$ cat src/rtl/mfv_pkg.sv
// Shared constants, state encoding and control structs for the mode finder.
`timescale 1ns / 1ps
`default_nettype none

package mfv_pkg;

   localparam int MAX_ELEMS_DEFAULT = 64;
   localparam int VALUE_W           = 32;
   localparam int MODE_COUNT_W      = 7;

   localparam logic [MODE_COUNT_W-1:0] MODE_COUNT_MAX = '1;

   typedef enum logic [2:0] {
      ST_IDLE,
      ST_RD_I,
      ST_LATCH,
      ST_SCAN,
      ST_ROW_END,
      ST_DONE
   } state_type;

   // controller -> datapath
   typedef struct packed {
      logic load;      // store the accepted request
      logic begin_set; // closing request: reset candidate pointer and best
      logic read_i;    // fetch candidate element i
      logic latch;     // capture candidate, fetch element 0
      logic scan;      // compare one element, fetch the next
      logic row_end;   // fold the finished row into the best so far
      logic emit;      // present result, clear the set
   } cmd_type;

   // datapath -> controller
   typedef struct packed {
      logic last_j;    // every element of the row has been fetched
      logic last_i;    // current candidate is the final stored element
   } status_type;

endpackage

`default_nettype wire

$ cat src/rtl/mfv_ram.sv
// Generic single write, single read RAM with registered read data.
`timescale 1ns / 1ps
`default_nettype none

module mfv_ram #(
   parameter int WIDTH = 32,
   parameter int DEPTH = 64
) (
   input  wire logic                     clock,
   input  wire logic                     wr_en,
   input  wire logic [$clog2(DEPTH)-1:0] wr_addr,
   input  wire logic [WIDTH-1:0]         wr_data,
   input  wire logic [$clog2(DEPTH)-1:0] rd_addr,
   output logic      [WIDTH-1:0]         rd_data
);

   logic [WIDTH-1:0] mem_ff [DEPTH];

   always_ff @(posedge clock) begin
      if (wr_en) begin
         mem_ff[wr_addr] <= wr_data;
      end
      rd_data <= mem_ff[rd_addr];
   end

endmodule

`default_nettype wire

$ cat src/rtl/mfv_ctrl.sv
// Sequencer for loading a set and scanning it pairwise for the mode.
`timescale 1ns / 1ps
`default_nettype none

module mfv_ctrl (
   input  wire logic               clock,
   input  wire logic               reset,
   input  wire logic               start,
   input  wire logic               req_last,
   input  wire mfv_pkg::status_type status,
   output mfv_pkg::cmd_type        cmd,
   output logic                    busy
);

   import mfv_pkg::*;

   state_type state_ff;
   state_type state_in;

   always_ff @(posedge clock) begin
      if (reset) begin
         state_ff <= ST_IDLE;
      end else begin
         state_ff <= state_in;
      end
   end

   always_comb begin
      state_in = state_ff;
      case (state_ff)
         ST_IDLE: begin
            if (start && req_last) begin
               state_in = ST_RD_I;
            end
         end
         ST_RD_I:  state_in = ST_LATCH;
         ST_LATCH: state_in = ST_SCAN;
         ST_SCAN: begin
            if (status.last_j) begin
               state_in = ST_ROW_END;
            end
         end
         ST_ROW_END: begin
            state_in = status.last_i ? ST_DONE : ST_RD_I;
         end
         ST_DONE:  state_in = ST_IDLE;
         default:  state_in = ST_IDLE;
      endcase
   end

   always_comb begin
      cmd  = '0;
      busy = 1'b1;
      case (state_ff)
         ST_IDLE: begin
            busy          = 1'b0;
            cmd.load      = start;
            cmd.begin_set = start & req_last;
         end
         ST_RD_I:    cmd.read_i  = 1'b1;
         ST_LATCH:   cmd.latch   = 1'b1;
         ST_SCAN:    cmd.scan    = 1'b1;
         ST_ROW_END: cmd.row_end = 1'b1;
         ST_DONE:    cmd.emit    = 1'b1;
         default:    busy        = 1'b1;
      endcase
   end

   // result strobe lasts one cycle
   a_emit_single : assert property (@(posedge clock) disable iff (reset)
      cmd.emit |=> !cmd.emit)
      else $error("result strobe held for more than one cycle");

   // leaving busy only happens right after a result
   a_busy_drop : assert property (@(posedge clock) disable iff (reset)
      $fell(busy) |-> $past(cmd.emit))
      else $error("busy dropped without a result");

   // no request is taken while a scan runs
   a_no_load_busy : assert property (@(posedge clock) disable iff (reset)
      cmd.load |-> !busy)
      else $error("request loaded while busy");

endmodule

`default_nettype wire

$ cat src/rtl/mfv_datapath.sv
// Element store, scan counters, match counter and best-so-far registers.
`timescale 1ns / 1ps
`default_nettype none

module mfv_datapath #(
   parameter int MAX_ELEMS = mfv_pkg::MAX_ELEMS_DEFAULT
) (
   input  wire logic                                  clock,
   input  wire logic                                  reset,
   input  wire mfv_pkg::cmd_type                      cmd,
   output mfv_pkg::status_type                        status,
   input  wire logic signed [mfv_pkg::VALUE_W-1:0]    req_value,
   output logic signed      [mfv_pkg::VALUE_W-1:0]    rsp_mode_value,
   output logic             [mfv_pkg::MODE_COUNT_W-1:0] rsp_mode_count,
   output logic                                       rsp_overflow
);

   import mfv_pkg::*;

   localparam int IDX_W = $clog2(MAX_ELEMS);
   localparam int CNT_W = $clog2(MAX_ELEMS + 1);

   logic [CNT_W-1:0]   n_ff, n_in;
   logic               dropped_ff, dropped_in;
   logic [IDX_W-1:0]   i_ff, i_in;
   logic [CNT_W-1:0]   j_ff, j_in;
   logic [CNT_W-1:0]   hits_ff, hits_in;
   logic [CNT_W-1:0]   best_cnt_ff, best_cnt_in;
   logic [VALUE_W-1:0] best_val_ff, best_val_in;
   logic [VALUE_W-1:0] cand_ff, cand_in;

   logic               wr_en;
   logic [IDX_W-1:0]   rd_addr;
   logic [VALUE_W-1:0] rd_data;
   logic               has_room;
   logic               match;

   assign has_room = n_ff < CNT_W'(MAX_ELEMS);
   assign wr_en    = cmd.load & has_room;
   assign rd_addr  = cmd.read_i ? i_ff : j_ff[IDX_W-1:0];
   assign match    = (rd_data == cand_ff);

   mfv_ram #(
      .WIDTH (VALUE_W),
      .DEPTH (MAX_ELEMS)
   ) u_store (
      .clock   (clock),
      .wr_en   (wr_en),
      .wr_addr (n_ff[IDX_W-1:0]),
      .wr_data (req_value),
      .rd_addr (rd_addr),
      .rd_data (rd_data)
   );

   assign status.last_j = (j_ff == n_ff);
   assign status.last_i = ((CNT_W'(i_ff) + CNT_W'(1)) == n_ff);

   always_comb begin
      n_in        = n_ff;
      dropped_in  = dropped_ff;
      i_in        = i_ff;
      j_in        = j_ff;
      hits_in     = hits_ff;
      best_cnt_in = best_cnt_ff;
      best_val_in = best_val_ff;
      cand_in     = cand_ff;

      if (cmd.load) begin
         if (has_room) begin
            n_in = n_ff + CNT_W'(1);
         end else begin
            dropped_in = 1'b1;
         end
      end
      if (cmd.begin_set) begin
         i_in        = '0;
         best_cnt_in = '0;
         best_val_in = '0;
      end
      if (cmd.read_i) begin
         j_in = '0;
      end
      if (cmd.latch) begin
         cand_in = rd_data;
         hits_in = '0;
         j_in    = j_ff + CNT_W'(1);
      end
      if (cmd.scan) begin
         hits_in = hits_ff + CNT_W'(match);
         if (!status.last_j) begin
            j_in = j_ff + CNT_W'(1);
         end
      end
      if (cmd.row_end) begin
         // strict compare keeps the earliest value on a tie
         if (hits_ff > best_cnt_ff) begin
            best_cnt_in = hits_ff;
            best_val_in = cand_ff;
         end
         if (!status.last_i) begin
            i_in = i_ff + IDX_W'(1);
         end
      end
      if (cmd.emit) begin
         n_in       = '0;
         dropped_in = 1'b0;
      end
   end

   always_ff @(posedge clock) begin
      if (reset) begin
         n_ff       <= '0;
         dropped_ff <= 1'b0;
      end else begin
         n_ff       <= n_in;
         dropped_ff <= dropped_in;
      end
      i_ff        <= i_in;
      j_ff        <= j_in;
      hits_ff     <= hits_in;
      best_cnt_ff <= best_cnt_in;
      best_val_ff <= best_val_in;
      cand_ff     <= cand_in;
   end

   assign rsp_mode_value = best_val_ff;
   assign rsp_overflow   = dropped_ff;

   generate
      if (CNT_W > MODE_COUNT_W) begin : g_sat
         assign rsp_mode_count = (best_cnt_ff > CNT_W'(MODE_COUNT_MAX)) ?
                                 MODE_COUNT_MAX : best_cnt_ff[MODE_COUNT_W-1:0];
      end else begin : g_ext
         assign rsp_mode_count = MODE_COUNT_W'(best_cnt_ff);
      end
   endgenerate

   a_fill_bound : assert property (@(posedge clock) disable iff (reset)
      n_ff <= CNT_W'(MAX_ELEMS))
      else $error("fill count beyond store depth");

   a_best_sane : assert property (@(posedge clock) disable iff (reset)
      cmd.emit |-> (best_cnt_ff != '0) && (best_cnt_ff <= n_ff))
      else $error("mode count out of range at result");

   a_drop_flag : assert property (@(posedge clock) disable iff (reset)
      (cmd.load && !has_room) |=> dropped_ff)
      else $error("dropped request not flagged");

endmodule

`default_nettype wire

$ cat src/rtl/most_frequent_value_core.sv
// Top level: mode of a loaded set of signed values, earliest value on a tie.
// A non-closing request is stored while busy stays low, one request a cycle.
// A closing request with n stored elements keeps busy high until the result;
// the result strobe is the last busy cycle. Each of the n rows takes a candidate
// fetch, a latch, a compare per element and a fold, all through the store's single read port.
// Reset clears the fill count and drop flag; store contents need no clearing.
`timescale 1ns / 1ps
`default_nettype none

module most_frequent_value_core #(
   parameter int MAX_ELEMS = mfv_pkg::MAX_ELEMS_DEFAULT
) (
   input  wire logic                                  clock,
   input  wire logic                                  reset,
   // request channel: taken when start is high and busy low
   input  wire logic                                  start,
   output logic                                       busy,
   input  wire logic signed [mfv_pkg::VALUE_W-1:0]    req_value,
   input  wire logic                                  req_last,
   // result channel: one-cycle strobe, cannot be held off
   output logic                                       rsp_valid,
   output logic signed      [mfv_pkg::VALUE_W-1:0]    rsp_mode_value,
   output logic             [mfv_pkg::MODE_COUNT_W-1:0] rsp_mode_count,
   output logic                                       rsp_overflow
);

   import mfv_pkg::*;

   cmd_type    cmd;
   status_type status;

   // Controller: idles taking requests, then walks candidate rows after the
   // closing request and raises the strobe once every row is folded in.
   mfv_ctrl u_ctrl (
      .clock    (clock),
      .reset    (reset),
      .start    (start),
      .req_last (req_last),
      .status   (status),
      .cmd      (cmd),
      .busy     (busy)
   );

   // Datapath: store, pointers, match counter and the best so far.
   // Elements beyond the store depth are dropped and flagged.
   mfv_datapath #(
      .MAX_ELEMS (MAX_ELEMS)
   ) u_dp (
      .clock          (clock),
      .reset          (reset),
      .cmd            (cmd),
      .status         (status),
      .req_value      (req_value),
      .rsp_mode_value (rsp_mode_value),
      .rsp_mode_count (rsp_mode_count),
      .rsp_overflow   (rsp_overflow)
   );

   // result registers are stable while the strobe is up; the set clears after
   assign rsp_valid = cmd.emit;

   a_rsp_busy : assert property (@(posedge clock) disable iff (reset)
      rsp_valid |-> busy)
      else $error("result strobe outside a scan");

   a_rsp_count : assert property (@(posedge clock) disable iff (reset)
      rsp_valid |-> (rsp_mode_count != '0))
      else $error("result with zero count");

   a_idle_after : assert property (@(posedge clock) disable iff (reset)
      rsp_valid |=> !busy)
      else $error("block not idle after result");

endmodule

`default_nettype wire
$ cat config.mk
export PLATFORM = sky130hd
export DESIGN_NAME = most_frequent_value_core
export DESIGN_NICKNAME = d
export VERILOG_FILES = /design/src/rtl/mfv_pkg.sv /design/src/rtl/mfv_ram.sv /design/src/rtl/mfv_ctrl.sv /design/src/rtl/mfv_datapath.sv /design/src/rtl/most_frequent_value_core.sv
export SDC_FILE = /design/constraint.sdc
export NUM_CORES = 2
export LEC_CHECK = 0
export BUFFER_PORTS_ARGS = -buffer_cell sky130_fd_sc_hd__buf_2
export CORE_MARGIN = 3
export CORE_UTILIZATION = 40
export CTS_CLUSTER_DIAMETER = 40
export DETAILED_ROUTE_END_ITERATION = 7
export SETUP_SLACK_MARGIN = 0.5
export SYNTH_ARGS = -nofsm -noshare
export SYNTH_HDL_FRONTEND = slang
export SYNTH_SLANG_ARGS = --single-unit
$ cat constraint.sdc
create_clock -name clock -period 4 [get_ports clock]
set_input_delay 0.4 -clock clock [delete_from_list [all_inputs] [get_ports clock]]
set_output_delay 0.4 -clock clock [all_outputs]
set_load 0.02 [all_outputs]
# Word level (Yosys, flattened, before mapping)
# Memory sizes are Yosys's and may differ from the RTL's. A register that Yosys moved wholly into a read port is not among the register bits.
# Cells that the tools add are included.
[totals] mem_bits_ro=0 latchBits=0 out_inout_bits=42 register_bits=102 input_bits=36 word_cells=66 ramBits=2048 mem_count=1
[op_classes] n_bitwise=3 reduce_logical=7 n_mux=29 add_sub_neg=5 n_mul=0 div=0 shifts=0 order_cmp=2 eq_ne=10
[mem_list] memory="u_dp.u_store.mem_ff" depth=64 width=32 rd=1 rd_ports_with_merged_regs=1 wr=1 line_no="mfv_ram.sv:17" source="logic [WIDTH-1:0] mem_ff [DEPTH];"
[op_table] operator="32-bit two-way mux" count=3
[op_table] operator="7-bit two-way mux" count=9
[op_table] operator="32-bit == test" count=1
[op_table] operator="6-bit two-way mux" count=4
[op_table] operator="3-bit one-hot mux with 5 select lines" count=1
[op_table] operator="7-bit by 1-bit adder with 7-bit output (second input constant)" count=2
[op_table] operator="7-bit == test" count=2
[op_table] operator="3-bit two-way mux" count=3
[op_table] operator="1-bit two-way mux" count=8
[op_table] operator="6-bit by 1-bit adder with 7-bit output (second input constant)" count=1
[op_table] operator="7-bit by 1-bit adder with 7-bit output" count=1
[op_table] operator="7-bit > comparator" count=1
[op_table] operator="7-bit < comparator (second input constant)" count=1
[op_table] operator="6-bit by 1-bit adder with 6-bit output (second input constant)" count=1
[op_table] operator="3-bit by 2-bit == test with 1-bit output (second input constant)" count=2
[op_table] operator="3-bit == test (second input constant)" count=2
[op_table] operator="2-bit AND reduction" count=3
[op_table] operator="3-bit by 1-bit == test with 1-bit output (second input constant)" count=1
[op_table] operator="3-bit logical NOT" count=1
[op_table] operator="1-bit bitwise AND" count=2
[op_table] operator="2-bit two-way mux" count=1
[op_table] operator="2-bit by 1-bit != test with 1-bit output (second input constant)" count=1
[op_table] operator="2-bit != test (second input constant)" count=1
[op_table] operator="2-bit nonzero test" count=1
[op_table] operator="3 further kinds" count=3

# Longest topological paths before layout
[depth] depth_word=6 mapped_depth=11 depth_no_buf=10

# Hierarchy
# A second synthesis with hierarchy kept.
[hier_totals] cells_unflattened=3789 hier_area_um2=83314.9
[by_module_without_submodules] module="mfv_ram" cells_each=3324 instances=1 area_per_inst_um2=78515.3 seq_area_each_um2=62139.6
[by_module_without_submodules] module="mfv_datapath" cells_each=439 instances=1 area_per_inst_um2=4529.3 seq_area_each_um2=2372.3
[by_module_without_submodules] module="mfv_ctrl" cells_each=26 instances=1 area_per_inst_um2=270.3 seq_area_each_um2=60.1

# Least setup slack after synthesis
# OpenSTA, ideal clock, no wires.
[synth_path] kind="register to register" start="reg u_ctrl.state_ff[1]" end="reg u_dp.j_ff[3]" period_less_slack_ps=3683 stages_incl_launch_ff=6 path_buffers=0 setup_time_ps=129 arrival_time_ps=3554 setup_slack_ps=317 t_required_ps=3871 path_cell_list="dfxtp_1 inv_1 nor3_1 nor3_1 o21ai_0 o31ai_1"
[synth_between] elab_chain_len=6 word_cells_on_any_way=10 cone_classes="3 x eq/ne; 7 x mux"
[synth_rtl] element="start, declared" line_no="mfv_ctrl.sv:17" source="state_type state_ff;"
[synth_rtl] element="start signal, assigned" line_no="mfv_ctrl.sv:24" source="state_ff <= state_in;"
[synth_rtl] element="3-bit by 1-bit == test with 1-bit output" line_no="mfv_ctrl.sv:54" source="case (state_ff)"
[synth_rtl] element="1-bit two-way mux" line_no="mfv_ctrl.sv:54"
[synth_rtl] element="7-bit two-way mux" line_no="mfv_datapath.sv:80" source="if (cmd.read_i) begin"
[synth_rtl] element="7-bit two-way mux" line_no="mfv_datapath.sv:83" source="if (cmd.latch) begin"
[synth_rtl] element="7-bit two-way mux" line_no="mfv_datapath.sv:90" source="if (!status.last_j) begin"
[synth_rtl] element="7-bit two-way mux *" line_no="mfv_datapath.sv:88" source="if (cmd.scan) begin"
[synth_rtl] element="via u_dp.j_in[3]" line_no="mfv_datapath.sv:26" source="logic [CNT_W-1:0] j_ff, j_in;"
[synth_rtl] element="end signal, assigned" line_no="mfv_datapath.sv:119" source="j_ff <= j_in;"
[synth_rtl] element="end, declared" line_no="mfv_datapath.sv:26"
# Mark *: on every way through the listed nets, which the timed path passes. The rest lies on a longest branch.
# A chain may end at the register's enable or synchronous reset.

# Final worst setup path
[layout_path] start="reg u_ctrl.state_ff[2]" end="reg u_dp.u_store.rd_data[19], read port of u_dp.u_store.mem_ff"
[layout_between] elab_chain_len=3
[layout_rtl] element="3-bit by 1-bit == test with 1-bit output" line_no="mfv_ctrl.sv:54"
[layout_rtl] element="1-bit two-way mux" line_no="mfv_ctrl.sv:54"
[layout_rtl] element="6-bit two-way mux" line_no="mfv_datapath.sv:40" source="assign rd_addr = cmd.read_i ? i_ff : j_ff[IDX_W-1:0];"
[layout_rtl] element="end, declared" line_no="mfv_ram.sv:14" source="output logic [WIDTH-1:0] rd_data"
# Every way passes these cells.

==> flow_summary.json <==
{
  "status": "finished, final reports clean",
  "drt_iter0_drc": 4088,
  "internal_power_mw": 44.34,
  "drt-pass1-iter-count": 6,
  "clk_latency_ps": 930,
  "rows": 166,
  "rsz0062_at_grt": "true",
  "regArea_sq_mm": 0.06457,
  "gp_congestion": 0.8261,
  "vias_per_cell": 5.599,
  "cts_buffer_depth": 4,
  "power_leakage_nw": 38.39,
  "min_period_over_period_pct": 87.61,
  "drive_above_1_share_pct": 18.48,
  "p_seq_share_pct": 44.4,
  "holdWs_ps": 189.3,
  "critPathKind": "flop to flop",
  "syn-cell-area_sq_mm": 0.08336,
  "cp_max_fo": 23,
  "cts.sink_count": 2182,
  "multiInputGateArea_sq_mm": 0.01833,
  "ys_async_sr_fraction_pct": 0,
  "core_area_sq_mm": 0.2058,
  "synth_area_leaders": "edfxtp_1 75%, mux2i_1 13%, o22ai_1 3.8%",
  "totalWireLength_mm": 224.2,
  "swShare_pct": 23.90,
  "portBuffers": 77,
  "ios": 78,
  "clk_pin_slew_worst_paths_ps": 60,
  "tightest_slew_ps": 1253,
  "relSlewSlack_pct": 16.45,
  "worstPathArrival_ps": 4220,
  "worstPathCellList": "or3b_4 > mux2i_4 > buf_12 > buf_12 > buf_16 > buf_8 > mux2i_1 > o22ai_1 > o41ai_4 > nand4_1",
  "dp_hpwl_mm": 128.9,
  "numCtsBuffers": 307,
  "crit_top_cell": "buf_12",
  "num_vias": 44910,
  "maxSlewViolCount": 0,
  "nets": 5050,
  "yosysSeqAreaShare_pct": 77.47,
  "antenna_left": 0,
  "grt_usage_pct": 20.43,
  "power_per_cell_area_mw_per_mm2": 580.3,
  "switchingPower_mw": 13.92,
  "grt_pass1_vias": 44040,
  "drv_cap": 0,
  "htreeDepth": 5,
  "cp_num_buf_inv": 4,
  "fp.dieH_microns": 462.5,
  "hp-class": "input pin to flop",
  "grt_pass1_wl_mm": 318.0,
  "synth_seq_cells": 2182,
  "antenna_found_initial": 25,
  "peakVddDrop_mv": 0.4353,
  "power_frac_comb_pct": 10.4,
  "fin_crit_ps": 3505,
  "cp_slowest_stage_delay_ps": 630,
  "finalClockSkew_ps": 65.63,
  "ys_warn_count": 0,
  "fillers": 16750,
  "avgRoutedWirePerCell_microns": 27.95,
  "initial_core_util_pct": 40.50,
  "synth_common_cells": "2087 x edfxtp_1, 1069 x mux2i_1, 512 x o22ai_1",
  "fin_util_pct": 48.78,
  "cp-start-kind": "flop",
  "grt_max_degree": 68,
  "yosysTopAreaCellShare_pct": 75.18,
  "overflow": 0,
  "area_growth_pct": 20.44,
  "synthCells": 4590,
  "dieArea_sq_mm": 0.2139,
  "drc_errors": 0,
  "synth-edff-count": 2087,
  "p_clk_share_pct": 45.2,
  "setup_violations": 0,
  "synth_cell_types": 50,
  "synth_most_common_cell": "edfxtp_1",
  "chipWidth_microns": 462.5,
  "cts_tree": "done",
  "critPathSlowestCell": "o41ai_4",
  "clock.fmax_mhz": 285.3,
  "avgSynthCellArea_sq_um": 18.16,
  "crit_required_ps": 4710,
  "yosysTopAreaCell": "edfxtp_1",
  "path_delay_family": "buffers and inverters",
  "root_buffer": "clkbuf_16",
  "end_kind": "flop",
  "hold_violations": 0,
  "syn_nets": 4638,
  "synthFlopType": "edfxtp_1",
  "fin_area_sq_mm": 0.1004,
  "postPlaceCellArea_sq_mm": 0.08962
}
[per-layer routing]
metal	routed length (microns)	track usage, %	up-vias
li1	-	-	19540
met1	94450	27.69	23240
met2	104400	32.14	1764
met3	19760	5.855	354
met4	5345	5.720	14
met5	265	0.5793	-
[layout make-up]
cell class | count | share of cell area (%)
diodes | 17 | 0.04237
clock buffers | 361 | 8.082
clock inverters | 178 | 1.881
inverters | 53 | 0.1982
multi-input cells | 2089 | 18.26
flip-flops and latches | 2182 | 64.32
well taps | 2772 | 3.455
repair buffers | 369 | 3.764
[worst reg2reg max path, delay by kind of cell, from the launching register on]
family,cells,cell delay [ps]
compound gates,2,780
buf+inv,4,880
flops,1,400
mux,2,480
simple gates,2,780
[logic make-up (layout without fill, tap and decap cells)]
| logic type | after synthesis | in the layout | synth area share, % |
|---|---|---|---|
| mux | 1070 | 1070 | 12.85 |
| xor+xnor | 57 | 57 | 0.6334 |
| compound gates | 680 | 680 | 5.507 |
| buf+inv | 319 | 961 | 1.807 |
| simple gates | 270 | 270 | 1.552 |
| fa+ha+maj | 12 | 12 | 0.1801 |
| other cells | 0 | 17 | 0 |
| flops | 2182 | 2182 | 77.47 |
[stage by stage]
step / worst slack, ps / power, mW / instances / TNS [ps]
floorplan: 676.8 / 29.75 / 4590 / 0
global placement: -464.3 / 32.02 / 7450 / -640.8
detailed placement: -462.6 / 32.07 / 7450 / -708.6
CTS: 420.4 / 58.51 / 8001 / 0
global route: 438.8 / 59.98 / 8007 / 0
finish: 495.4 / 58.26 / 8021 / 0
[sequential cells by signal, indices dropped and copies added (netlist names)]
register,flops
u_dp.n_ff,7
u_dp.i_ff,6
u_dp.rsp_overflow,1
u_ctrl.state_ff,3
u_dp.u_store.mem_ff,2048
u_dp.u_store.rd_data,32
u_dp.rsp_mode_value,32
u_dp.hits_ff,7
u_dp.j_ff,7
u_dp.cand_ff,32
u_dp.rsp_mode_count,7
[placed cells by master (no fill, tap or decap), types with 28 or more instances in the layout]
master,Yosys,routed
edfxtp_1,2087,2087
mux2i_1,1069,1067
o22ai_1,512,512
clkbuf_16,0,317
buf_4,32,194
dfxtp_1,95,95
o41ai_1,128,87
buf_12,0,78
buf_2,133,77
nor2_4,0,64
nand2_1,67,59
inv_1,53,53
xor2_1,45,45
clkbuf_1,96,39
nand4_1,38,38
inv_6,0,34
clkinv_2,0,31
o41ai_2,0,30
clkinv_4,0,28
bufinv_16,0,28
[worst paths after layout]
kind	depth (start not counted)	slack [ps]	end	start
worst max-delay path	10	500	u_dp.u_store.rd_data[19]$_DFF_P_	u_ctrl.state_ff[2]$_SDFFE_PP0P_
worst min-delay path	2	190	u_dp.u_store.mem_ff[59][15]$_DFFE_PP_	req_value[15]
worst max register to register	10	500	u_dp.u_store.rd_data[19]$_DFF_P_	u_ctrl.state_ff[2]$_SDFFE_PP0P_
worst min register to register	2	450	u_dp.rsp_mode_value[13]$_DFF_P_	u_dp.rsp_mode_value[13]$_DFF_P_
[power by group through the flow]
stage	clock network, mW	registers, mW	logic (mW)
finish	26.4	25.9	6.04
global route	27.7	25.9	6.39
CTS	26.7	25.8	5.92
detailed placement	0	26.3	5.75
global placement	0	26.3	5.70
floorplan	0	25.9	3.86
[what timing repair did]
action                                 in CTS  in global routing
cloned                                      2                  3
pin swaps                                   4                  8
endpoints found under the hold margin      15                  0
setup endpoints to repair                  23                 23
setup buffers                               6                  0
hold buffers                                4                  0
resized for setup                          34                 35
Power figures use the tool's default switching activity.
